**config.mk**
```make
export PLATFORM = sky130hd
export DESIGN_NAME = sd_card_spi_host_sequencer_core
export DESIGN_NICKNAME = d
export VERILOG_FILES = /design/src/rtl/core/sdsh_pkg.sv /design/src/rtl/core/sdsh_req_fifo.sv /design/src/rtl/core/sdsh_rsp_fifo.sv /design/src/rtl/core/sdsh_seq.sv /design/src/rtl/core/sd_card_spi_host_sequencer_core.sv
export SDC_FILE = /design/constraint.sdc
export NUM_CORES = 1
export LEC_CHECK = 0
export BUFFER_PORTS_ARGS = -buffer_cell sky130_fd_sc_hd__buf_2
export CAP_MARGIN = 20
export CELL_PAD_IN_SITES_DETAIL_PLACEMENT = 1
export CELL_PAD_IN_SITES_GLOBAL_PLACEMENT = 1
export CORE_MARGIN = 5
export CORE_UTILIZATION = 40
export CTS_CLUSTER_DIAMETER = 100
export DETAILED_ROUTE_END_ITERATION = 10
export GPL_TIMING_DRIVEN = 0
export PLACE_DENSITY_LB_ADDON = 0.3
export SKIP_CTS_REPAIR_TIMING = 1
export SYNTH_ARGS = -nofsm -noshare
export SYNTH_HDL_FRONTEND = slang
export SYNTH_SLANG_ARGS = --single-unit
```
**constraint.sdc**
```tcl
create_clock -name clock -period 14.7 [get_ports clock]
set_input_delay 2.205 -clock clock [delete_from_list [all_inputs] [get_ports clock]]
set_output_delay 2.205 -clock clock [all_outputs]
set_load 0.03 [all_outputs]
```
**src/rtl/core/sdsh_pkg.sv**
```systemverilog
`timescale 1ns / 1ps
package sdsh_pkg;

   localparam int SECTOR_BYTES   = 512;
   localparam int RESPONSE_POLLS = 10;
   localparam int RSP_DEPTH      = 4;
   localparam int REQ_DEPTH      = 2;

   localparam logic [1:0] OP_INIT = 2'd0;
   localparam logic [1:0] OP_READ = 2'd1;
   localparam logic [1:0] OP_BYTE = 2'd2;
   localparam logic [1:0] OP_TICK = 2'd3;

   localparam logic [1:0] KIND_TX     = 2'd0;
   localparam logic [1:0] KIND_DATA   = 2'd1;
   localparam logic [1:0] KIND_FINISH = 2'd2;

   localparam logic [1:0] ST_OK        = 2'd0;
   localparam logic [1:0] ST_ERROR     = 2'd1;
   localparam logic [1:0] ST_NOT_READY = 2'd2;
   localparam logic [1:0] ST_PARAM     = 2'd3;

   localparam logic [7:0] CMD_GO_IDLE  = 8'h40;
   localparam logic [7:0] CMD_OP_MMC   = 8'h41;
   localparam logic [7:0] CMD_IF_COND  = 8'h48;
   localparam logic [7:0] CMD_SET_BLEN = 8'h50;
   localparam logic [7:0] CMD_READ_ONE = 8'h51;
   localparam logic [7:0] CMD_APP      = 8'h77;
   localparam logic [7:0] CMD_READ_OCR = 8'h7A;
   localparam logic [7:0] ACMD_OP_SD   = 8'hE9;

   localparam logic [7:0] CRC_GO_IDLE = 8'h95;
   localparam logic [7:0] CRC_IF_COND = 8'h87;
   localparam logic [7:0] CRC_OTHER   = 8'h01;
   localparam logic [7:0] IDLE_BYTE   = 8'hFF;
   localparam logic [7:0] DATA_TOKEN  = 8'hFE;

   localparam logic [3:0] TYPE_MMC   = 4'd1;
   localparam logic [3:0] TYPE_SD1   = 4'd2;
   localparam logic [3:0] TYPE_SD2   = 4'd4;
   localparam logic [3:0] TYPE_BLOCK = 4'd8;

   localparam logic [2:0] REG_SLOW_DIV   = 3'd0;
   localparam logic [2:0] REG_SD_DIV     = 3'd1;
   localparam logic [2:0] REG_MMC_DIV    = 3'd2;
   localparam logic [2:0] REG_INIT_TO    = 3'd3;
   localparam logic [2:0] REG_READY_TO   = 3'd4;
   localparam logic [2:0] REG_TOKEN_TO   = 3'd5;
   localparam logic [2:0] REG_TOKEN_POLL = 3'd6;

   typedef enum logic [3:0] {
      PH_IDLE, PH_DUMMY, PH_RDY_FIRST, PH_RDY_POLL, PH_CMD_TX, PH_RESP,
      PH_OCR, PH_TOKEN, PH_DATA, PH_RELEASE
   } phase_type;

   typedef struct packed {
      logic [1:0]  operation;
      logic [31:0] sector;
      logic [8:0]  offset;
      logic [9:0]  count;
      logic [7:0]  rx_byte;
   } req_type;

   typedef struct packed {
      logic [1:0] kind;
      logic [7:0] tx_byte;
      logic       chip_select;
      logic [7:0] clock_divider;
      logic [7:0] data_byte;
      logic [1:0] status;
      logic [3:0] card_type;
      logic       initialized;
      logic       last;
   } rsp_type;

   typedef struct packed {
      logic [7:0]  slow_divider;
      logic [7:0]  sd_fast_divider;
      logic [7:0]  mmc_fast_divider;
      logic [15:0] init_timeout_ticks;
      logic [15:0] ready_timeout_ticks;
      logic [15:0] token_timeout_ticks;
      logic [15:0] token_wait_polls;
   } cfg_type;

   typedef struct packed {
      logic [1:0] count;
      rsp_type    first;
      rsp_type    second;
   } rsp_push_type;

endpackage

```
**src/rtl/core/sdsh_req_fifo.sv**
```systemverilog
`timescale 1ns / 1ps
module sdsh_req_fifo import sdsh_pkg::*; (
   input  logic    clock,
   input  logic    reset,
   input  logic    push,
   input  req_type wr_data,
   output logic    full,
   output logic    valid,
   input  logic    take,
   output req_type rd_data
);
   req_type    mem [REQ_DEPTH];
   logic       wr_ptr_ff, wr_ptr_in;
   logic       rd_ptr_ff, rd_ptr_in;
   logic [1:0] count_ff, count_in;
   logic       do_wr, do_rd;

   assign full    = (count_ff == 2'(REQ_DEPTH));
   assign valid   = (count_ff != 2'd0);
   assign rd_data = mem[rd_ptr_ff];
   assign do_wr   = push && !full;
   assign do_rd   = take && valid;

   always_comb begin
      wr_ptr_in = do_wr ? !wr_ptr_ff : wr_ptr_ff;
      rd_ptr_in = do_rd ? !rd_ptr_ff : rd_ptr_ff;
      count_in  = count_ff + 2'(do_wr) - 2'(do_rd);
   end

   always_ff @(posedge clock) begin
      if (do_wr) begin
         mem[wr_ptr_ff] <= wr_data;
      end
   end

   always_ff @(posedge clock) begin
      if (reset) begin
         wr_ptr_ff <= 1'b0;
         rd_ptr_ff <= 1'b0;
         count_ff  <= 2'd0;
      end else begin
         wr_ptr_ff <= wr_ptr_in;
         rd_ptr_ff <= rd_ptr_in;
         count_ff  <= count_in;
      end
   end
endmodule

```
**src/rtl/core/sdsh_rsp_fifo.sv**
```systemverilog
`timescale 1ns / 1ps
module sdsh_rsp_fifo import sdsh_pkg::*; (
   input  logic         clock,
   input  logic         reset,
   input  rsp_push_type wr,
   output logic         room2,
   output logic         empty,
   input  logic         pop,
   output rsp_type      rd_data
);
   rsp_type    mem [RSP_DEPTH];
   logic [1:0] wr_ptr_ff, wr_ptr_in;
   logic [1:0] rd_ptr_ff, rd_ptr_in;
   logic [2:0] count_ff, count_in;
   logic       do_rd;

   assign empty   = (count_ff == 3'd0);
   assign room2   = (count_ff <= 3'(RSP_DEPTH - 2));
   assign rd_data = mem[rd_ptr_ff];
   assign do_rd   = pop && !empty;

   always_comb begin
      wr_ptr_in = wr_ptr_ff + wr.count;
      rd_ptr_in = rd_ptr_ff + 2'(do_rd);
      count_in  = count_ff + 3'(wr.count) - 3'(do_rd);
   end

   always_ff @(posedge clock) begin
      if (wr.count != 2'd0) begin
         mem[wr_ptr_ff] <= wr.first;
      end
      if (wr.count == 2'd2) begin
         mem[wr_ptr_ff + 2'd1] <= wr.second;
      end
   end

   always_ff @(posedge clock) begin
      if (reset) begin
         wr_ptr_ff <= 2'd0;
         rd_ptr_ff <= 2'd0;
         count_ff  <= 3'd0;
      end else begin
         wr_ptr_ff <= wr_ptr_in;
         rd_ptr_ff <= rd_ptr_in;
         count_ff  <= count_in;
      end
   end

`ifndef ASSERT_OFF
   a_count_bound: assert property (@(posedge clock) disable iff (reset)
      count_ff <= 3'(RSP_DEPTH))
      else $error("result queue count out of range");
   a_no_overflow: assert property (@(posedge clock) disable iff (reset)
      (wr.count != 2'd0) |-> (4'(count_ff) + 4'(wr.count) <= 4'(RSP_DEPTH)))
      else $error("result queue overflow");
   a_held: assert property (@(posedge clock) disable iff (reset)
      (!empty && !pop) |=> !empty)
      else $error("waiting result lost");
`endif
endmodule

```
**src/rtl/core/sdsh_seq.sv**
```systemverilog
`timescale 1ns / 1ps
module sdsh_seq import sdsh_pkg::*; (
   input  logic         clock,
   input  logic         reset,
   input  cfg_type      cfg,
   input  logic         item_valid,
   input  req_type      item,
   input  logic         room2,
   output logic         take,
   output rsp_push_type wr
);
   phase_type   phase_ff, phase_in;
   logic [3:0]  detected_ff, detected_in;
   logic [3:0]  work_ff, work_in;
   logic        init_done_ff, init_done_in;
   logic        selected_ff, selected_in;
   logic        high_speed_ff, high_speed_in;
   logic        prefix_ff, prefix_in;
   logic        is_read_ff, is_read_in;
   logic [15:0] long_ff, long_in;
   logic [15:0] ready_ff, ready_in;
   logic [15:0] bc_ff, bc_in;
   logic [3:0]  polls_ff, polls_in;
   logic [31:0] arg_ff, arg_in;
   logic [7:0]  cmd_ff, cmd_in;
   logic [9:0]  off_ff, off_in;
   logic [9:0]  cnt_ff, cnt_in;
   logic [1:0]  rstat_ff, rstat_in;
   logic [7:0]  ocr_ff [4];

   logic        go;
   logic        snd_go, fin_go, dat_go, st_go, beg_go, rel_go, fail_go, cd_go, fc_go;
   logic [7:0]  snd_byte, st_cmd, cd_res, fb_cmd, fb_byte;
   logic [31:0] st_arg, fb_arg;
   logic [1:0]  fin_stat, rel_stat;
   logic [15:0] bc_inc;
   logic [3:0]  poll_dec;
   logic        full_rd, lt, tok_wait;
   logic [10:0] rng;
   logic [7:0]  div_old, div_new;
   rsp_type     r_data, r_main;

   assign go   = item_valid && room2;
   assign take = go;
   assign lt   = (long_ff != 16'd0);
   assign full_rd = (off_ff == 10'd0) && (cnt_ff == 10'(SECTOR_BYTES));
   assign bc_inc  = bc_ff + 16'd1;
   assign poll_dec = polls_ff - 4'd1;
   assign rng = 11'(item.offset) + 11'(item.count);

   always_comb begin
      fb_cmd = prefix_ff ? CMD_APP : {1'b0, cmd_ff[6:0]};
      fb_arg = prefix_ff ? 32'd0 : arg_ff;
      case (bc_inc[2:0])
         3'd1:    fb_byte = fb_arg[31:24];
         3'd2:    fb_byte = fb_arg[23:16];
         3'd3:    fb_byte = fb_arg[15:8];
         3'd4:    fb_byte = fb_arg[7:0];
         default: fb_byte = (fb_cmd == CMD_GO_IDLE) ? CRC_GO_IDLE :
                            ((fb_cmd == CMD_IF_COND) ? CRC_IF_COND : CRC_OTHER);
      endcase
   end

   always_comb begin
      phase_in = phase_ff;   detected_in = detected_ff; work_in = work_ff;
      init_done_in = init_done_ff; selected_in = selected_ff;
      high_speed_in = high_speed_ff; prefix_in = prefix_ff; is_read_in = is_read_ff;
      long_in = long_ff; ready_in = ready_ff; bc_in = bc_ff; polls_in = polls_ff;
      arg_in = arg_ff; cmd_in = cmd_ff; off_in = off_ff; cnt_in = cnt_ff;
      rstat_in = rstat_ff;
      snd_go = 1'b0; fin_go = 1'b0; dat_go = 1'b0; st_go = 1'b0; beg_go = 1'b0;
      rel_go = 1'b0; fail_go = 1'b0; cd_go = 1'b0; fc_go = 1'b0;
      snd_byte = IDLE_BYTE; st_cmd = 8'd0; st_arg = 32'd0; cd_res = 8'd0;
      fin_stat = ST_OK; rel_stat = ST_OK; tok_wait = 1'b0;

      if (go) begin
         case (item.operation)
            OP_TICK: begin
               if (lt) long_in = long_ff - 16'd1;
               if (ready_ff != 16'd0) ready_in = ready_ff - 16'd1;
            end
            OP_INIT: begin
               if (phase_ff == PH_IDLE) begin
                  is_read_in = 1'b0; high_speed_in = 1'b0;
                  bc_in = 16'd10; phase_in = PH_DUMMY; snd_go = 1'b1;
               end
            end
            OP_READ: begin
               if (phase_ff == PH_IDLE) begin
                  if (item.count == 10'd0 || rng > 11'(SECTOR_BYTES)) begin
                     fin_go = 1'b1; fin_stat = ST_PARAM;
                  end else if (!init_done_ff) begin
                     fin_go = 1'b1; fin_stat = ST_NOT_READY;
                  end else begin
                     is_read_in = 1'b1;
                     off_in = 10'(item.offset);
                     cnt_in = item.count;
                     st_go = 1'b1; st_cmd = CMD_READ_ONE;
                     st_arg = (detected_ff & TYPE_BLOCK) != 4'd0 ? item.sector :
                              {item.sector[22:0], 9'd0};
                  end
               end
            end
            default: begin
               case (phase_ff)
                  PH_DUMMY: begin
                     bc_in = bc_ff - 16'd1;
                     if (bc_in != 16'd0) snd_go = 1'b1;
                     else begin
                        work_in = 4'd0; st_go = 1'b1; st_cmd = CMD_GO_IDLE;
                     end
                  end
                  PH_RDY_FIRST: begin
                     phase_in = PH_RDY_POLL; snd_go = 1'b1;
                  end
                  PH_RDY_POLL: begin
                     if (item.rx_byte == IDLE_BYTE) begin
                        phase_in = PH_CMD_TX; bc_in = 16'd0;
                        snd_go = 1'b1; snd_byte = fb_cmd;
                     end else if (ready_ff != 16'd0) snd_go = 1'b1;
                     else begin
                        cd_go = 1'b1; cd_res = IDLE_BYTE;
                     end
                  end
                  PH_CMD_TX: begin
                     bc_in = bc_inc;
                     if (bc_inc < 16'd6) begin
                        snd_go = 1'b1; snd_byte = fb_byte;
                     end else begin
                        phase_in = PH_RESP; polls_in = 4'(RESPONSE_POLLS); snd_go = 1'b1;
                     end
                  end
                  PH_RESP: begin
                     polls_in = poll_dec;
                     if (item.rx_byte[7] && poll_dec != 4'd0) snd_go = 1'b1;
                     else begin
                        cd_go = 1'b1; cd_res = item.rx_byte;
                     end
                  end
                  PH_OCR: begin
                     bc_in = bc_inc;
                     if (bc_inc < 16'd4) snd_go = 1'b1;
                     else if (cmd_ff == CMD_IF_COND) begin
                        if (ocr_ff[2] == 8'h01 && item.rx_byte == 8'hAA && lt) begin
                           st_go = 1'b1; st_cmd = ACMD_OP_SD; st_arg = 32'h4000_0000;
                        end else fail_go = 1'b1;
                     end else begin
                        work_in = ocr_ff[0][6] ? (TYPE_SD2 | TYPE_BLOCK) : TYPE_SD2;
                        rel_go = 1'b1;
                     end
                  end
                  PH_TOKEN: begin
                     if (item.rx_byte == IDLE_BYTE) begin
                        if (full_rd) tok_wait = lt;
                        else begin
                           bc_in = bc_ff - 16'd1;
                           tok_wait = (bc_in != 16'd0);
                        end
                     end
                     if (tok_wait) snd_go = 1'b1;
                     else if (item.rx_byte == DATA_TOKEN) begin
                        bc_in = 16'(SECTOR_BYTES + 2) - 16'(off_ff) - 16'(cnt_ff);
                        phase_in = PH_DATA; snd_go = 1'b1;
                     end else begin
                        rel_go = 1'b1; rel_stat = full_rd ? ST_ERROR : ST_OK;
                     end
                  end
                  PH_DATA: begin
                     if (off_ff != 10'd0) off_in = off_ff - 10'd1;
                     else if (cnt_ff != 10'd0) begin
                        dat_go = 1'b1; cnt_in = cnt_ff - 10'd1;
                     end else if (bc_ff != 16'd0) bc_in = bc_ff - 16'd1;
                     if (off_in != 10'd0 || cnt_in != 10'd0 || bc_in != 16'd0)
                        snd_go = 1'b1;
                     else rel_go = 1'b1;
                  end
                  PH_RELEASE: begin
                     fin_go = 1'b1;
                     if (is_read_ff) fin_stat = rstat_ff;
                     else begin
                        if (detected_ff != 4'd0) begin
                           init_done_in = 1'b1; high_speed_in = 1'b1;
                        end
                        fin_stat = init_done_in ? ST_OK : ST_NOT_READY;
                     end
                  end
                  default: phase_in = PH_IDLE;
               endcase
            end
         endcase
      end

      if (cd_go) begin
         if (prefix_ff) begin
            prefix_in = 1'b0;
            if (cd_res > 8'd1) fc_go = 1'b1;
            else beg_go = 1'b1;
         end else fc_go = 1'b1;
      end

      if (fc_go) begin
         case (cmd_ff)
            CMD_GO_IDLE: begin
               if (cd_res == 8'd1) begin
                  long_in = cfg.init_timeout_ticks;
                  st_go = 1'b1; st_cmd = CMD_IF_COND; st_arg = 32'h1AA;
               end else fail_go = 1'b1;
            end
            CMD_IF_COND: begin
               if (cd_res == 8'd1) begin
                  phase_in = PH_OCR; bc_in = 16'd0; snd_go = 1'b1;
               end else begin
                  st_go = 1'b1; st_cmd = ACMD_OP_SD;
               end
            end
            ACMD_OP_SD: begin
               if (arg_ff != 32'd0) begin
                  if (!lt) fail_go = 1'b1;
                  else begin
                     st_go = 1'b1;
                     if (cd_res != 8'd0) begin
                        st_cmd = ACMD_OP_SD; st_arg = 32'h4000_0000;
                     end else st_cmd = CMD_READ_OCR;
                  end
               end else begin
                  if (work_ff == 4'd0) work_in = (cd_res <= 8'd1) ? TYPE_SD1 : TYPE_MMC;
                  if (!lt) fail_go = 1'b1;
                  else begin
                     st_go = 1'b1;
                     if (work_ff == 4'd0 || cd_res != 8'd0)
                        st_cmd = (work_in == TYPE_SD1) ? ACMD_OP_SD : CMD_OP_MMC;
                     else begin
                        st_cmd = CMD_SET_BLEN; st_arg = 32'(SECTOR_BYTES);
                     end
                  end
               end
            end
            CMD_OP_MMC: begin
               if (!lt) fail_go = 1'b1;
               else begin
                  st_go = 1'b1;
                  if (cd_res != 8'd0)
                     st_cmd = (work_ff == TYPE_SD1) ? ACMD_OP_SD : CMD_OP_MMC;
                  else begin
                     st_cmd = CMD_SET_BLEN; st_arg = 32'(SECTOR_BYTES);
                  end
               end
            end
            CMD_READ_OCR: begin
               if (cd_res == 8'd0) begin
                  phase_in = PH_OCR; bc_in = 16'd0; snd_go = 1'b1;
               end else fail_go = 1'b1;
            end
            CMD_SET_BLEN: begin
               if (cd_res != 8'd0) work_in = 4'd0;
               rel_go = 1'b1;
            end
            CMD_READ_ONE: begin
               if (cd_res == 8'd0) begin
                  if (full_rd) long_in = cfg.token_timeout_ticks;
                  else bc_in = cfg.token_wait_polls;
                  phase_in = PH_TOKEN; snd_go = 1'b1;
               end else begin
                  rel_go = 1'b1; rel_stat = ST_ERROR;
               end
            end
            default: begin
               rel_go = 1'b1; rel_stat = ST_ERROR;
            end
         endcase
      end

      if (st_go) begin
         cmd_in = st_cmd; arg_in = st_arg; prefix_in = st_cmd[7]; beg_go = 1'b1;
      end
      if (beg_go) begin
         selected_in = 1'b1; ready_in = cfg.ready_timeout_ticks;
         phase_in = PH_RDY_FIRST; snd_go = 1'b1; snd_byte = IDLE_BYTE;
      end
      if (fail_go) begin
         work_in = 4'd0; rel_go = 1'b1; rel_stat = ST_OK;
      end
      if (rel_go) begin
         selected_in = 1'b0;
         if (!is_read_in) detected_in = work_in;
         rstat_in = rel_stat; phase_in = PH_RELEASE;
         snd_go = 1'b1; snd_byte = IDLE_BYTE;
      end
      if (fin_go) phase_in = PH_IDLE;
   end

   always_comb begin
      div_old = !high_speed_ff ? cfg.slow_divider :
                (detected_ff[0] ? cfg.mmc_fast_divider : cfg.sd_fast_divider);
      div_new = !high_speed_in ? cfg.slow_divider :
                (detected_in[0] ? cfg.mmc_fast_divider : cfg.sd_fast_divider);
      r_data = '{kind: KIND_DATA, tx_byte: 8'd0, chip_select: selected_ff,
                 clock_divider: div_old, data_byte: item.rx_byte, status: ST_OK,
                 card_type: detected_ff, initialized: init_done_ff, last: 1'b0};
      r_main = '{kind: fin_go ? KIND_FINISH : KIND_TX,
                 tx_byte: fin_go ? 8'd0 : snd_byte, chip_select: selected_in,
                 clock_divider: div_new, data_byte: 8'd0,
                 status: fin_go ? fin_stat : ST_OK, card_type: detected_in,
                 initialized: init_done_in, last: fin_go};
      wr.count  = 2'(dat_go) + 2'(snd_go || fin_go);
      wr.first  = dat_go ? r_data : r_main;
      wr.second = r_main;
   end

   always_ff @(posedge clock) begin
      if (go && item.operation == OP_BYTE && phase_ff == PH_OCR) begin
         ocr_ff[bc_ff[1:0]] <= item.rx_byte;
      end
   end

   always_ff @(posedge clock) begin
      if (reset) begin
         phase_ff <= PH_IDLE; detected_ff <= 4'd0; work_ff <= 4'd0;
         init_done_ff <= 1'b0; selected_ff <= 1'b0; high_speed_ff <= 1'b0;
         prefix_ff <= 1'b0; is_read_ff <= 1'b0; long_ff <= 16'd0;
         ready_ff <= 16'd0; bc_ff <= 16'd0; polls_ff <= 4'd0; arg_ff <= 32'd0;
         cmd_ff <= 8'd0; off_ff <= 10'd0; cnt_ff <= 10'd0; rstat_ff <= ST_OK;
      end else begin
         phase_ff <= phase_in; detected_ff <= detected_in; work_ff <= work_in;
         init_done_ff <= init_done_in; selected_ff <= selected_in;
         high_speed_ff <= high_speed_in; prefix_ff <= prefix_in;
         is_read_ff <= is_read_in; long_ff <= long_in; ready_ff <= ready_in;
         bc_ff <= bc_in; polls_ff <= polls_in; arg_ff <= arg_in; cmd_ff <= cmd_in;
         off_ff <= off_in; cnt_ff <= cnt_in; rstat_ff <= rstat_in;
      end
   end

`ifndef ASSERT_OFF
   a_fin_idle: assert property (@(posedge clock) disable iff (reset)
      (go && fin_go) |=> (phase_ff == PH_IDLE))
      else $error("finish without return to idle");
   a_data_once: assert property (@(posedge clock) disable iff (reset)
      dat_go |-> (phase_ff == PH_DATA && snd_go != fin_go))
      else $error("data byte outside data phase");
   a_stall: assert property (@(posedge clock) disable iff (reset)
      !go |=> $stable(phase_ff))
      else $error("state moved without a transaction");
`endif
endmodule

```
**src/rtl/core/sd_card_spi_host_sequencer_core.sv**
```systemverilog
`timescale 1ns / 1ps
// channel   ports                               transfer
// request   push, full, req_data                push && !full
// result    pop, empty, rsp_data                pop && !empty
// csr       psel, penable, pwrite, paddr, ...   psel && penable && pwrite
// one transaction is decided when it is taken; while two result slots are free, a new one may enter every cycle
// up to two results per transaction; the sequencer waits for two free result slots
// the request queue holds two transactions, the result queue four
// synchronous active-high reset returns to idle with default register values
module sd_card_spi_host_sequencer_core import sdsh_pkg::*; (
   input  logic        clock,
   input  logic        reset,
   input  logic        push,
   output logic        full,
   input  req_type     req_data,
   output logic        empty,
   input  logic        pop,
   output rsp_type     rsp_data,
   input  logic        psel,
   input  logic        penable,
   input  logic        pwrite,
   input  logic [4:0]  paddr,
   input  logic [31:0] pwdata,
   output logic [31:0] prdata,
   output logic        pready
);
   cfg_type      cfg_ff, cfg_in;
   logic         q_valid, take, room2;
   req_type      q_item;
   rsp_push_type wr;
   logic         csr_wr;

   assign pready = 1'b1;
   assign csr_wr = psel && penable && pwrite && pready;

   always_comb begin
      cfg_in = cfg_ff;
      if (csr_wr) begin
         case (paddr[4:2])
            REG_SLOW_DIV:   cfg_in.slow_divider        = pwdata[7:0];
            REG_SD_DIV:     cfg_in.sd_fast_divider     = pwdata[7:0];
            REG_MMC_DIV:    cfg_in.mmc_fast_divider    = pwdata[7:0];
            REG_INIT_TO:    cfg_in.init_timeout_ticks  = pwdata[15:0];
            REG_READY_TO:   cfg_in.ready_timeout_ticks = pwdata[15:0];
            REG_TOKEN_TO:   cfg_in.token_timeout_ticks = pwdata[15:0];
            REG_TOKEN_POLL: cfg_in.token_wait_polls    = pwdata[15:0];
            default: ;
         endcase
      end
      case (paddr[4:2])
         REG_SLOW_DIV:   prdata = 32'(cfg_ff.slow_divider);
         REG_SD_DIV:     prdata = 32'(cfg_ff.sd_fast_divider);
         REG_MMC_DIV:    prdata = 32'(cfg_ff.mmc_fast_divider);
         REG_INIT_TO:    prdata = 32'(cfg_ff.init_timeout_ticks);
         REG_READY_TO:   prdata = 32'(cfg_ff.ready_timeout_ticks);
         REG_TOKEN_TO:   prdata = 32'(cfg_ff.token_timeout_ticks);
         REG_TOKEN_POLL: prdata = 32'(cfg_ff.token_wait_polls);
         default:        prdata = 32'd0;
      endcase
   end

   always_ff @(posedge clock) begin
      if (reset) begin
         cfg_ff <= '{slow_divider: 8'd124, sd_fast_divider: 8'd1,
                     mmc_fast_divider: 8'd2, init_timeout_ticks: 16'd100,
                     ready_timeout_ticks: 16'd50, token_timeout_ticks: 16'd10,
                     token_wait_polls: 16'd40000};
      end else begin
         cfg_ff <= cfg_in;
      end
   end

   sdsh_req_fifo u_front (
      .clock   (clock),
      .reset   (reset),
      .push    (push),
      .wr_data (req_data),
      .full    (full),
      .valid   (q_valid),
      .take    (take),
      .rd_data (q_item)
   );

   sdsh_seq u_back (
      .clock      (clock),
      .reset      (reset),
      .cfg        (cfg_ff),
      .item_valid (q_valid),
      .item       (q_item),
      .room2      (room2),
      .take       (take),
      .wr         (wr)
   );

   sdsh_rsp_fifo u_out (
      .clock   (clock),
      .reset   (reset),
      .wr      (wr),
      .room2   (room2),
      .empty   (empty),
      .pop     (pop),
      .rd_data (rsp_data)
   );
endmodule
```
======== Word-level counts from Yosys, hierarchy flattened ========
Memory sizes are Yosys's and may differ from the RTL's. A register that Yosys moved wholly into a read port is not among the register bits.
Cells that the tools add are included.
word-level totals
  register bits ........................... 230
  latch bits .............................. 0
  bits in writable memories ............... 294
  ROM bits ................................ 0
  bits of input ports ..................... 105
  logic and storage cells ................. 476
  memories ................................ 3
memory list
  memory         depth  width  rd ports  clocked after memory_dff  wr ports  RTL line             text
  u_out.mem      4      35     1         1                         2         sdsh_rsp_fifo.sv:11  rsp_type mem [RSP_DEPTH];
  u_front.mem    2      61     1         1                         1         sdsh_req_fifo.sv:12  req_type mem [REQ_DEPTH];
  u_back.ocr_ff  4      8      2         0                         1         sdsh_seq.sv:29       logic [7:0] ocr_ff [4];
cells by class
  $add $sub $neg .......................... 18
  multiply operators ...................... 0
  div/mod/pow operators ................... 0
  order comparisons ....................... 6
  equality and inequality tests ........... 45
  shifts and indexed selects .............. 0
  mux-type cells .......................... 297
  bitwise gates (word level) .............. 2
  reduce and logical (&&, ||, !) cells .... 73
operator list
  kind                                                         number
  2-to-1 mux 32 bit                                            18
  2-to-1 mux 16 bit                                            29
  2-to-1 mux 8 bit                                             36
  2-to-1 mux 10 bit                                            17
  2-to-1 mux 4 bit                                             29
  case mux 16 bit (7 select lines)                             1
  2-to-1 mux 1 bit                                             108
  case mux 32 bit (3 select lines)                             1
  case mux 16 bit (5 select lines)                             1
  nonzero test 16 bit                                          5
  equality test 8 x 7 -> 1 bit, second input constant          8
  case mux 16 bit (2 select lines)                             2
  case mux 32 bit (2 select lines)                             1
  case mux 8 bit (2 select lines)                              4
  case mux 8 bit (4 select lines)                              2
  case mux 16 bit (3 select lines)                             1
  subtractor 16 x 1 -> 16 bit, second input constant           3
  case mux 10 bit (2 select lines)                             2
  nonzero test 10 bit                                          4
  2-to-1 mux 2 bit                                             19
  2-to-1 mux 35 bit                                            1
  equality test 8 bit, second input constant                   4
  less-than comparator 16 x 3 -> 1 bit, second input constant  2
  case mux 4 bit (2 select lines)                              4
  other kinds (60)                                             139

======== Logic depth before layout (Yosys ltp) ========
Gate-level depths: netlist of run 1.
  depth after elaboration ................. 23
  mapped depth ............................ 28
  depth with buffers taken out ............ 22

======== Hierarchy ========
Synthesis of run 1 repeated with hierarchy kept, for this count alone.
second synthesis, totals
  cells, all modules ...................... 2909
  area total of the unflattened synthesis .. 29196.8 um^2
modules (own cells, without submodules)
  module                           times used  cells an instance  area each (um^2)
  sdsh_seq                         1           1817               13023.7
  sdsh_rsp_fifo                    1           384                7198.2
  sdsh_req_fifo                    1           216                4634.4
  sd_card_spi_host_sequencer_core  1           492                4340.4

======== Worst setup path after synthesis of run 1 ========
Ideal clock, no wire load.
  path kind ............................... register to register
  from .................................... register (tool-made name)
  to ...................................... memory u_out.mem[2][0] in the netlist's numbering, enable pin
  setup time .............................. 0.380 ns
  data arrival time ....................... 6.393 ns
  required time ........................... 14.320 ns
  path slack .............................. 7.927 ns
  cell stages (with the launch flop) ...... 26
  path buffers ............................ 6
  period minus slack after synthesis ...... 6.773 ns
  cells stage by stage .................... dfxtp_1 buf_2 buf_1 buf_1 clkbuf_1 mux2_2 ha_1 inv_1 fa_1 nor2b_1 o21ai_0 a21oi_1 o211ai_1 a21o_1 a2111oi_0 nor2_1 o221a_2 and2_1 clkbuf_1 o21ai_0 nor3_1 ha_1 clkbuf_1 nor3b_1 nor2_1 inv_1
RTL lines
  element           RTL line
  end: declaration  sdsh_rsp_fifo.sv:11

==> summary.txt, run 1 <==
Worst hold path
  • Hold depth: 2
  • Hold WC Path Type: register to register

Drt
  • Antenna viol nets, final: 0
  • DR iter-0 viols: 2072
  • Vias: 24.6k
  • Wirelength, routed: 105 mm
  • DRC: 0
  • Via/cell ratio: 6.05
  • Per-cell routed wire length: 26.0 um
  • DR pass1 iterations: 5

Run status
  • Outcome: finished, final reports clean

Finish
  • Fillcell total: 7691
  • Nets: 3291
  • Area Growth Syn to Fin: 15.1%
  • Fraction of layout cells with a size suffix above 1: 13.3%
  • Commonest cells after routing, fill and taps aside: nand2_1 (365), nor2_1 (338), dfxtp_1 (265)
  • Commonest non-fill, non-tap cell in the layout: nand2_1
  • Register area: 12200 um2
  • Area of the multi-input gates: 13900 um2

Pwr
  • Power per cell area: 152 nW/um2
  • Clock power share: 32.0%
  • Net Sw Frac: 36.5%
  • Sequential share of power: 34.5%
  • Internal power component: 3.02 mW
  • Gate power share: 33.5%
  • Static Leak: 11.1 nW
  • VDD IR max: 0.109 mV
  • NetSw: 1.74 mW

GRT
  • GR Overflow Total: 0
  • Initial antenna violation count: 2
  • Largest net degree at the start of global routing: 62
  • All-Layer GR Usage: 27.8%
  • Vias in the first global route: 25.6k
  • First-pass GRT wire length: 159 mm

Yosys
  • Synth warn: 0
  • Cells after Synth: 2904
  • Sequential area share after synthesis: 45.0%
  • Fraction of registers with async set/reset: 0%
  • Syn_area_per_cell: 9.36 um2
  • Synth Cell Area: 27200 um2
  • Post-synth EDFFs: 231
  • Register bit count reported by yosys: 496
  • Synth unique cells: 92
  • Leading register cell type out of synthesis: dfxtp_1

Floorplanning
  • Starting density of the core: 40.4%
  • Num rows: 95
  • Core ar.: 67300 um2
  • Die W: 271 um
  • I/O pin count: 175
  • Die area: 73300 um2
  • Die Height: 271 um

Clock network
  • Clk buf depth: 3
  • Clock transition at the registers of the reported paths: 60 ps
  • CTS tree: done
  • CTS H-tree lvls: 2
  • Sink Count: 496
  • Number of buffers created by CTS: 57
  • Worst-Skew Late Latency: 640 ps
  • CTS root buf: clkbuf_16

Critical path
  • Critical Path RT: 15080 ps
  • Crit-path slowest cell: a21oi_1
  • Arrival @ worst endpoint: 10760 ps
  • Max incr delay on CP: 870 ps
  • Worst R2R Path Depth: 27
  • Crit Path Class: register to register
  • Crit end category: register
  • Cell with the most instances on the worst path: clkbuf_1
  • Critical-path maximum fanout: 10
  • Startpoint types: register

Job
  • Max-cap violations: 0

STA
  • Least-Margin Pin Slew: 1160 ps
  • Setup violations, final: 0
  • Slew margin rel.: 22.0%
  • Fmax: 0.0963 GHz
  • Fin crit period: 10380 ps
  • Hold slack: 457 ps
  • Period utilization: 70.6%
  • Clk_skew: 31.6 ps
  • Max-slew violations: 0
  • RSZ-0062 raised after global routing: false
  • Fin. Hold Viols: 0
  • Final TNS setup: 0 ps

Place
  • DP HPWL: 81.9 mm
  • Gpl congestion: 0.979
  • I/O Buffers: 138
==> cell families (layout without fill, tap and decap cells) <==
group	Yosys count	count (layout)	synth area share [%]
flip-flops	496	496	45.0
other	2	19	0.0276
AO/OA/AOI/OAI	685	685	16.6
buffers and inverters	271	534	4.08
adder cells (fa/ha/maj)	52	52	2.48
AND/OR/NAND/NOR	1143	1143	19.6
XOR/XNOR	71	71	2.29
multiplexers	184	184	9.86
==> cell usage after synthesis (22+ instances only) <==
library cell / count / share of area (%)
nand2_1: 365 / 5.0
inv_1: 72 / 0.99
nand3_1: 67 / 1.2
or3_1: 26 / 0.60
nand2b_1: 25 / 0.58
a221o_1: 34 / 1.3
nor2_1: 339 / 4.7
a21oi_1: 194 / 3.6
and2_1: 28 / 0.64
clkbuf_1: 151 / 2.1
ha_1: 49 / 2.3
xnor2_1: 44 / 1.4
and3_1: 22 / 0.51
mux4_2: 61 / 5.1
xor2_1: 27 / 0.87
mux2_2: 42 / 1.7
edfxtp_1: 231 / 26
dfxtp_1: 265 / 20
a22o_1: 30 / 0.97
nor4_1: 43 / 0.99
nand4_1: 24 / 0.55
a211oi_1: 31 / 0.86
mux2i_1: 75 / 2.8
or2_2: 22 / 0.51
a22oi_1: 55 / 1.5
o21ai_0: 153 / 2.8
nor3_1: 100 / 1.8
==> per-layer routing <==
layer / part of all wire, % / vias to the layer above / global-route usage [%]
met4: 3.2 / 0 / 8.67
met2: 48 / 769 / 47.7
met5: 0 / - / 0
li1: - / 11200 / -
met1: 43 / 12400 / 36.4
met3: 5.2 / 191 / 3.82
==> metrics by stage <==
step	std cells	util (%)	cell area (um2)	total power, mW	worst slack [ps]
3_3_place_gp	3930	43.1	29000	3.17	4560
6_report	4057	46.5	31300	4.75	4320
2_1_floorplan	2919	-	27200	2.67	7930
4_1_cts	4050	46.4	31200	4.76	4330
3_5_place_dp	3943	43.4	29200	3.24	4460
5_1_grt	4055	46.5	31300	4.96	3990
==> worst paths after layout <==
check                        start                to  slack (ps)
setup / recovery          register  u_out.mem[3][18]        4320
hold / removal    u_out.mem[1][10]  u_out.mem[1][10]         460
setup reg to reg          register  u_out.mem[3][18]        4320
hold reg to reg   u_out.mem[1][10]  u_out.mem[1][10]         460
==> power groups by stage <==
| stage | clock (mW) | sequential [mW] | combinational (mW) |
|---|---|---|---|
| floorplan | 0 | 1.65 | 1.02 |
| detailed placement | 0 | 1.67 | 1.56 |
| CTS | 1.54 | 1.64 | 1.58 |
| global route | 1.61 | 1.65 | 1.70 |
| global placement | 0 | 1.67 | 1.50 |
| finish | 1.52 | 1.64 | 1.59 |
==> worst max-delay path, delay by kind of cell, from the launching register on <==
kind	cells	cell delay, ps
buf+inv	10	4550
simple gates	10	2190
compound gates	4	1860
mux	1	710
fa+ha+maj	2	480
flops	1	300
==> final cells by class <==
cell class | instances | share of cell area, %
antenna | 2 | 0.0160
buffer | 198 | 2.67
clock buffer | 66 | 4.74
clock inverter | 41 | 1.62
inverter | 73 | 0.876
multi-input combinational | 2152 | 44.5
sequential | 496 | 39.1
tap | 873 | 3.49
timing repair buffer | 156 | 2.96
==> flip-flops by register name, indices dropped and copies added, names as in the netlist, 16 cells and up, named ones only <==
register	cells
cfg_ff	88
u_back.arg_ff	32
u_back.bc_ff	16
u_back.long_ff	16
u_back.ready_ff	16
u_front.mem	122
u_out.mem	136
(Power assumes the default switching activity.)
==> run 2, diff against run 1 <==
==> constraint.sdc (replaced) <==
create_clock -name clock -period 9.76 [get_ports clock]
set_input_delay 1.464 -clock clock [delete_from_list [all_inputs] [get_ports clock]]
set_output_delay 1.464 -clock clock [all_outputs]
set_load 0.03 [all_outputs]
==> run 2 against run 1 <==
Net effect: cell area about the same; non-clock buffer count down 1; first-iteration DRC count down 1.9%; clock power up 51%; maximum frequency up 13%; global-route usage unchanged; via count up 0.82%; utilization about the same; setup slack worse by 3800 ps; wire length up 0.13%; sequential share of layout area about the same; clock skew down 2.6 ps; critical path type unchanged.
==> summary.txt, run 2 (synthesis results as in run 1) <==
Floorplanning
  • Starting density of the core: 40.4% (unchanged)
  • I/O pin count: 175 (unchanged)
  • Core ar.: 67300 um2 (unchanged)
  • Die area: 73300 um2 (unchanged)
  • Num rows: 95 (unchanged)
  • Die Height: 271 um (unchanged)
  • Die W: 271 um (unchanged)

Finish
  • Commonest non-fill, non-tap cell in the layout: nand2_1 (unchanged)
  • Largest regs: u_out.mem: 136 flops, u_front.mem: 122 flops, cfg_ff: 88 flops (unchanged)
  • Fillcell total: 7694 (was 7691)
  • Nets: 3291 (unchanged)
  • Largest register FFs: 136 (unchanged)
  • Area Growth Syn to Fin: 15.1% (about the same)
  • Top reg by flops: u_out.mem (unchanged)
  • Fin cells: 4057 (unchanged)
  • Fraction of layout cells with a size suffix above 1: 13.5% (was 13.3%)
  • Commonest cells after routing, fill and taps aside: nand2_1 (365), nor2_1 (337), dfxtp_1 (265) (was nand2_1 (365), nor2_1 (338), dfxtp_1 (265))

GRT
  • Vias in the first global route: 25.6k (unchanged)
  • All-Layer GR Usage: 27.8% (unchanged)
  • Initial antenna violation count: 2 (unchanged)
  • First-pass GRT wire length: 159 mm (unchanged)
  • Largest net degree at the start of global routing: 62 (unchanged)
  • GR Overflow Total: 0 (unchanged)

Clock network
  • Number of buffers created by CTS: 57 (unchanged)
  • Sink Count: 496 (unchanged)
  • Clk buf depth: 3 (unchanged)
  • CTS tree: done (unchanged)
  • CTS H-tree lvls: 2 (unchanged)
  • Worst-Skew Late Latency: 640 ps (about the same)
  • Clock transition at the registers of the reported paths: 60 ps (about the same)
  • CTS root buf: clkbuf_16 (unchanged)

STA
  • Fmax: 0.108 GHz (was 0.0963 GHz)
  • Least-Margin Pin Slew: 1210 ps (was 1160 ps)
  • Final worst setup slack: 536 ps (was 4320 ps)
  • Period utilization: 94.5% (was 70.6%)
  • Setup violations, final: 0 (unchanged)
  • Slew margin rel.: 18.5% (was 22.0%)
  • Fin crit period: 9220 ps (was 10380 ps)
  • Fin. Hold Viols: 0 (unchanged)
  • Max-slew violations: 0 (unchanged)
  • RSZ-0062 raised after global routing: false (unchanged)
  • Hold slack: 457 ps (about the same)
  • Clk_skew: 29.0 ps (was 31.6 ps)

Critical path
  • Critical Path RT: 9990 ps (was 15080 ps)
  • Crit Path Class: register to register (unchanged)
  • Max incr delay on CP: 780 ps (was 870 ps)
  • Cell with the most instances on the worst path: clkbuf_1 (unchanged)
  • Critical-path maximum fanout: 19 (was 10)
  • Worst R2R Path Depth: 27 (unchanged)
  • Crit-path slowest cell: clkbuf_1 (was a21oi_1)
  • Crit end category: register (unchanged)
  • Startpoint types: register (unchanged)
  • Arrival @ worst endpoint: 9460 ps (was 10760 ps)

Drt
  • Antenna viol nets, final: 0 (unchanged)
  • DR iter-0 viols: 2033 (was 2072)
  • Vias: 24.8k (was 24.6k)
  • Wirelength, routed: 105 mm (about the same)
  • DR pass1 iterations: 7 (was 5)
  • DRC: 0 (unchanged)
  • Via/cell ratio: 6.10 (was 6.05)
  • Per-cell routed wire length: 26.0 um (about the same)

Run status
  • Outcome: finished, final reports clean (unchanged)

Pwr
  • Total chip power: 7.16 mW (was 4.75 mW)
  • Static Leak: 11.1 nW (about the same)
  • Power per cell area: 229 nW/um2 (was 152 nW/um2)
  • VDD IR max: 0.164 mV (was 0.109 mV)

Place
  • Cell Count Post-Placement: 3943 (unchanged)
  • Gpl congestion: 0.979 (unchanged)
  • Pre-CTS WS: -481 ps (was 4460 ps)
  • DP HPWL: 81.9 mm (unchanged)
  • I/O Buffers: 138 (unchanged)

Job
  • Max-cap violations: 0 (unchanged)

Worst hold path
  • Hold WC Path Type: register to register (unchanged)
  • Hold depth: 2 (unchanged)
[run 2: through the flow]
step / area [um2] / setup TNS (ps) / util (%)
CTS: 31200 / -32890 / 46.4
finish: 31300 / 0 / 46.5
global route: 31300 / 0 / 46.5
detailed placement: 29200 / -24300 / 43.4
global placement: 29000 / -21930 / 43.1
floorplan: 27200 / 0 / -
[run 2: metal layers]
| layer | vias up | wire length [um] | global-route usage (%) |
|---|---|---|---|
| met5 | - | 0 | 0 |
| met1 | 12500 | 44900 | 36.4 |
| met4 | 0 | 3510 | 8.67 |
| met2 | 859 | 51100 | 47.7 |
| met3 | 209 | 5920 | 3.82 |
| li1 | 11200 | - | - |
[run 2: final cells by class]
class	instances	area, um2	share of cell area [%]
Tap cell	873	1090	3.49
Buffer	197	835	2.67
Inverter	73	278	0.888
Timing Repair Buffer	156	927	2.96
Timing Repair inverter	1	7.51	0.0240
Clock buffer	66	1480	4.73
Antenna cell	2	5.00	0.0160
Sequential cell	496	12200	39.1
Clock inverter	41	507	1.62
Multi-Input combinational cell	2152	13900	44.5
[run 2: worst paths after layout]
path                            slack [ps]                to             start
worst max-delay path                   540   u_out.mem[2][3]          register
worst min-delay path                   460  u_out.mem[1][10]  u_out.mem[1][10]
worst max register to register         540   u_out.mem[2][3]          register
worst min register to register         460  u_out.mem[1][10]  u_out.mem[1][10]
[run 2: worst max-delay path, delay by kind of cell (launching register included)]
family | cells | cell delay (ps)
multiplexers | 1 | 340
buffers and inverters | 9 | 3640
adder cells (fa/ha/maj) | 3 | 840
AO/OA/AOI/OAI | 6 | 1460
flip-flops | 1 | 300
AND/OR/NAND/NOR | 8 | 2200
[run 2: where the power goes]
part / switching [mW] / internal (mW) / leakage (nW)
clock: 0.928 / 1.36 / 0.959
combinational: 1.60 / 0.796 / 5.93
sequential: 0.0817 / 2.39 / 4.23
==> run 3, diff against run 2 <==
--- a/config.mk
+++ b/config.mk
@@ -9,6 +9,7 @@
 export CAP_MARGIN = 20
 export CELL_PAD_IN_SITES_DETAIL_PLACEMENT = 1
 export CELL_PAD_IN_SITES_GLOBAL_PLACEMENT = 1
+export CORE_ASPECT_RATIO = 1.5
 export CORE_MARGIN = 5
 export CORE_UTILIZATION = 40
 export CTS_CLUSTER_DIAMETER = 100
==> run 3 against run 2 <==
Net effect: maximum frequency is 1.3% lower; wire length is 4.0% higher; sequential power hardly changed; highest routed layer unchanged; largest power group unchanged.
==> summary.txt, run 3 (synthesis results as in run 1) <==
Run status
  • Outcome: finished, final reports clean (unchanged)

GRT
  • Grt met2 use: 54.2% (was 47.7%)
  • All-Layer GR Usage: 28.8% (was 27.8%)
  • First-pass GRT wire length: 162 mm (was 159 mm)
  • GR Overflow Total: 0 (unchanged)
  • Vias in the first global route: 26.4k (was 25.6k)
  • Largest net degree at the start of global routing: 62 (unchanged)
  • Met3 usage: 3.54% (was 3.82%)
  • Initial antenna violation count: 2 (unchanged)
  • Met1 usage: 29.2% (was 36.4%)
  • GR peak layer: met2 (unchanged)

STA
  • Clk_skew: 21.7 ps (was 29.0 ps)
  • Least-Margin Pin Slew: 1150 ps (was 1210 ps)
  • Slew margin rel.: 22.2% (was 18.5%)
  • Fin crit period: 9350 ps (was 9220 ps)
  • Fin. Hold Viols: 0 (unchanged)
  • Setup violations, final: 0 (unchanged)
  • Period utilization: 95.8% (was 94.5%)
  • Hold slack: 455 ps (was 457 ps)
  • Max-slew violations: 0 (unchanged)
  • RSZ-0062 raised after global routing: false (unchanged)
  • Fmax: 0.107 GHz (was 0.108 GHz)

Clock network
  • CTS H-tree lvls: 2 (unchanged)
  • Worst-Skew Late Latency: 630 ps (was 640 ps)
  • Clock transition at the registers of the reported paths: 70 ps (was 60 ps)
  • Clk buf depth: 3 (unchanged)
  • Sink Count: 496 (unchanged)
  • CTS root buf: clkbuf_16 (unchanged)
  • CTS tree: done (unchanged)
  • Number of buffers created by CTS: 49 (was 57)

Finish
  • Fraction of layout cells with a size suffix above 1: 13.3% (was 13.5%)
  • Nets: 3286 (was 3291)
  • Largest regs: u_out.mem: 136 flops, u_front.mem: 122 flops, cfg_ff: 88 flops (unchanged)
  • Fin cells: 4063 (was 4057)
  • Area of the multi-input gates: 13900 um2 (about the same)
  • Register area: 12200 um2 (unchanged)
  • Commonest cells after routing, fill and taps aside: nand2_1 (365), nor2_1 (337), dfxtp_1 (265) (unchanged)
  • Commonest non-fill, non-tap cell in the layout: nand2_1 (unchanged)
  • Area Growth Syn to Fin: 14.2% (was 15.1%)
  • Largest register FFs: 136 (unchanged)
  • Finished Cell Area: 31000 um2 (was 31300 um2)
  • Top reg by flops: u_out.mem (unchanged)
  • Fillcell total: 7831 (was 7694)

Pwr
  • Power per cell area: 223 nW/um2 (was 229 nW/um2)
  • Static Leak: 11.0 nW (was 11.1 nW)
  • VDD IR max: 0.191 mV (was 0.164 mV)

Drt
  • Wirelength, routed: 110 mm (was 105 mm)
  • Per-cell routed wire length: 27.0 um (was 26.0 um)
  • DR iter-0 viols: 1699 (was 2033)
  • DR pass1 iterations: 8 (was 7)
  • DRC: 0 (unchanged)
  • Antenna viol nets, final: 0 (unchanged)
  • Via/cell ratio: 6.05 (was 6.10)
  • Vias: 24.6k (was 24.8k)

Floorplanning
  • I/O pin count: 175 (unchanged)
  • Die area: 73400 um2 (was 73300 um2)
  • Die W: 223 um (was 271 um)
  • Core ar.: 67600 um2 (was 67300 um2)
  • Die Height: 329 um (was 271 um)
  • Num rows: 117 (was 95)
  • Starting density of the core: 40.2% (was 40.4%)

Place
  • I/O Buffers: 138 (unchanged)
  • Cell Count Post-Placement: 3963 (was 3943)
  • Gpl congestion: 1.04 (was 0.979)
  • Post-DP Area: 29300 um2 (was 29200 um2)
  • DP HPWL: 87.0 mm (was 81.9 mm)

Critical path
  • Crit end category: register (unchanged)
  • Crit-path slowest cell: clkdlybuf4s15_1 (was clkbuf_1)
  • Critical-path maximum fanout: 20 (was 19)
  • Max incr delay on CP: 840 ps (was 780 ps)
  • Crit Path Class: register to register (unchanged)
  • Arrival @ worst endpoint: 9670 ps (was 9460 ps)
  • Critical Path RT: 10080 ps (was 9990 ps)
  • Startpoint types: register (unchanged)

Worst hold path
  • Hold WC Path Type: register to register (unchanged)

Job
  • Max-cap violations: 0 (unchanged)
[run 3: power breakdown]
group	internal (mW)	leakage (nW)	switching (mW)
Sequential	2.39	4.23	0.0803
Clock	1.13	0.781	0.874
Combinational	0.797	5.95	1.66
[run 3: critical path, delay by kind of cell, from the launching register on]
kind	cells	cell delay [ps]
buf+inv	10	3760
compound gates	6	1820
simple gates	8	2060
flops	1	310
fa+ha+maj	3	580
mux	1	460
[run 3: area by class of cell]
type / instances / share of cell area, %
clock inverters: 34 / 1.25
flip-flops and latches: 496 / 39.5
diodes: 1 / 0.00807
plain buffers: 198 / 2.72
inverters: 73 / 0.883
clock buffers: 58 / 4.13
well taps: 892 / 3.60
multi-input cells: 2152 / 44.9
repair buffers: 159 / 3.05
[run 3: worst paths after layout]
kind	cells after the start	startpoint	slack (ps)	end
hold / removal	2	u_out.mem[3][15]	460	u_out.mem[3][15]
setup reg to reg	28	register	410	u_out.mem[3][25]
setup / recovery	28	register	410	u_out.mem[3][25]
hold reg to reg	2	u_out.mem[3][15]	460	u_out.mem[3][15]
[run 3: per-layer routing]
layer	part of all wire, %	vias up
li1	-	11200
met2	53	820
met3	4.2	354
met4	8.4	0
met5	0	-
met1	35	12200
[run 3: metrics by stage]
step	power [mW]	setup TNS, ps	worst slack (ps)	util, %
final	6.93	0	414	45.9
after global routing	7.20	0	1.95	45.9
after CTS	6.94	-25390	-555	45.7
after detailed placement	4.93	-26090	-561	43.3
after global placement	4.82	-157530	-1260	42.9
after floorplan	4.02	0	2990	-
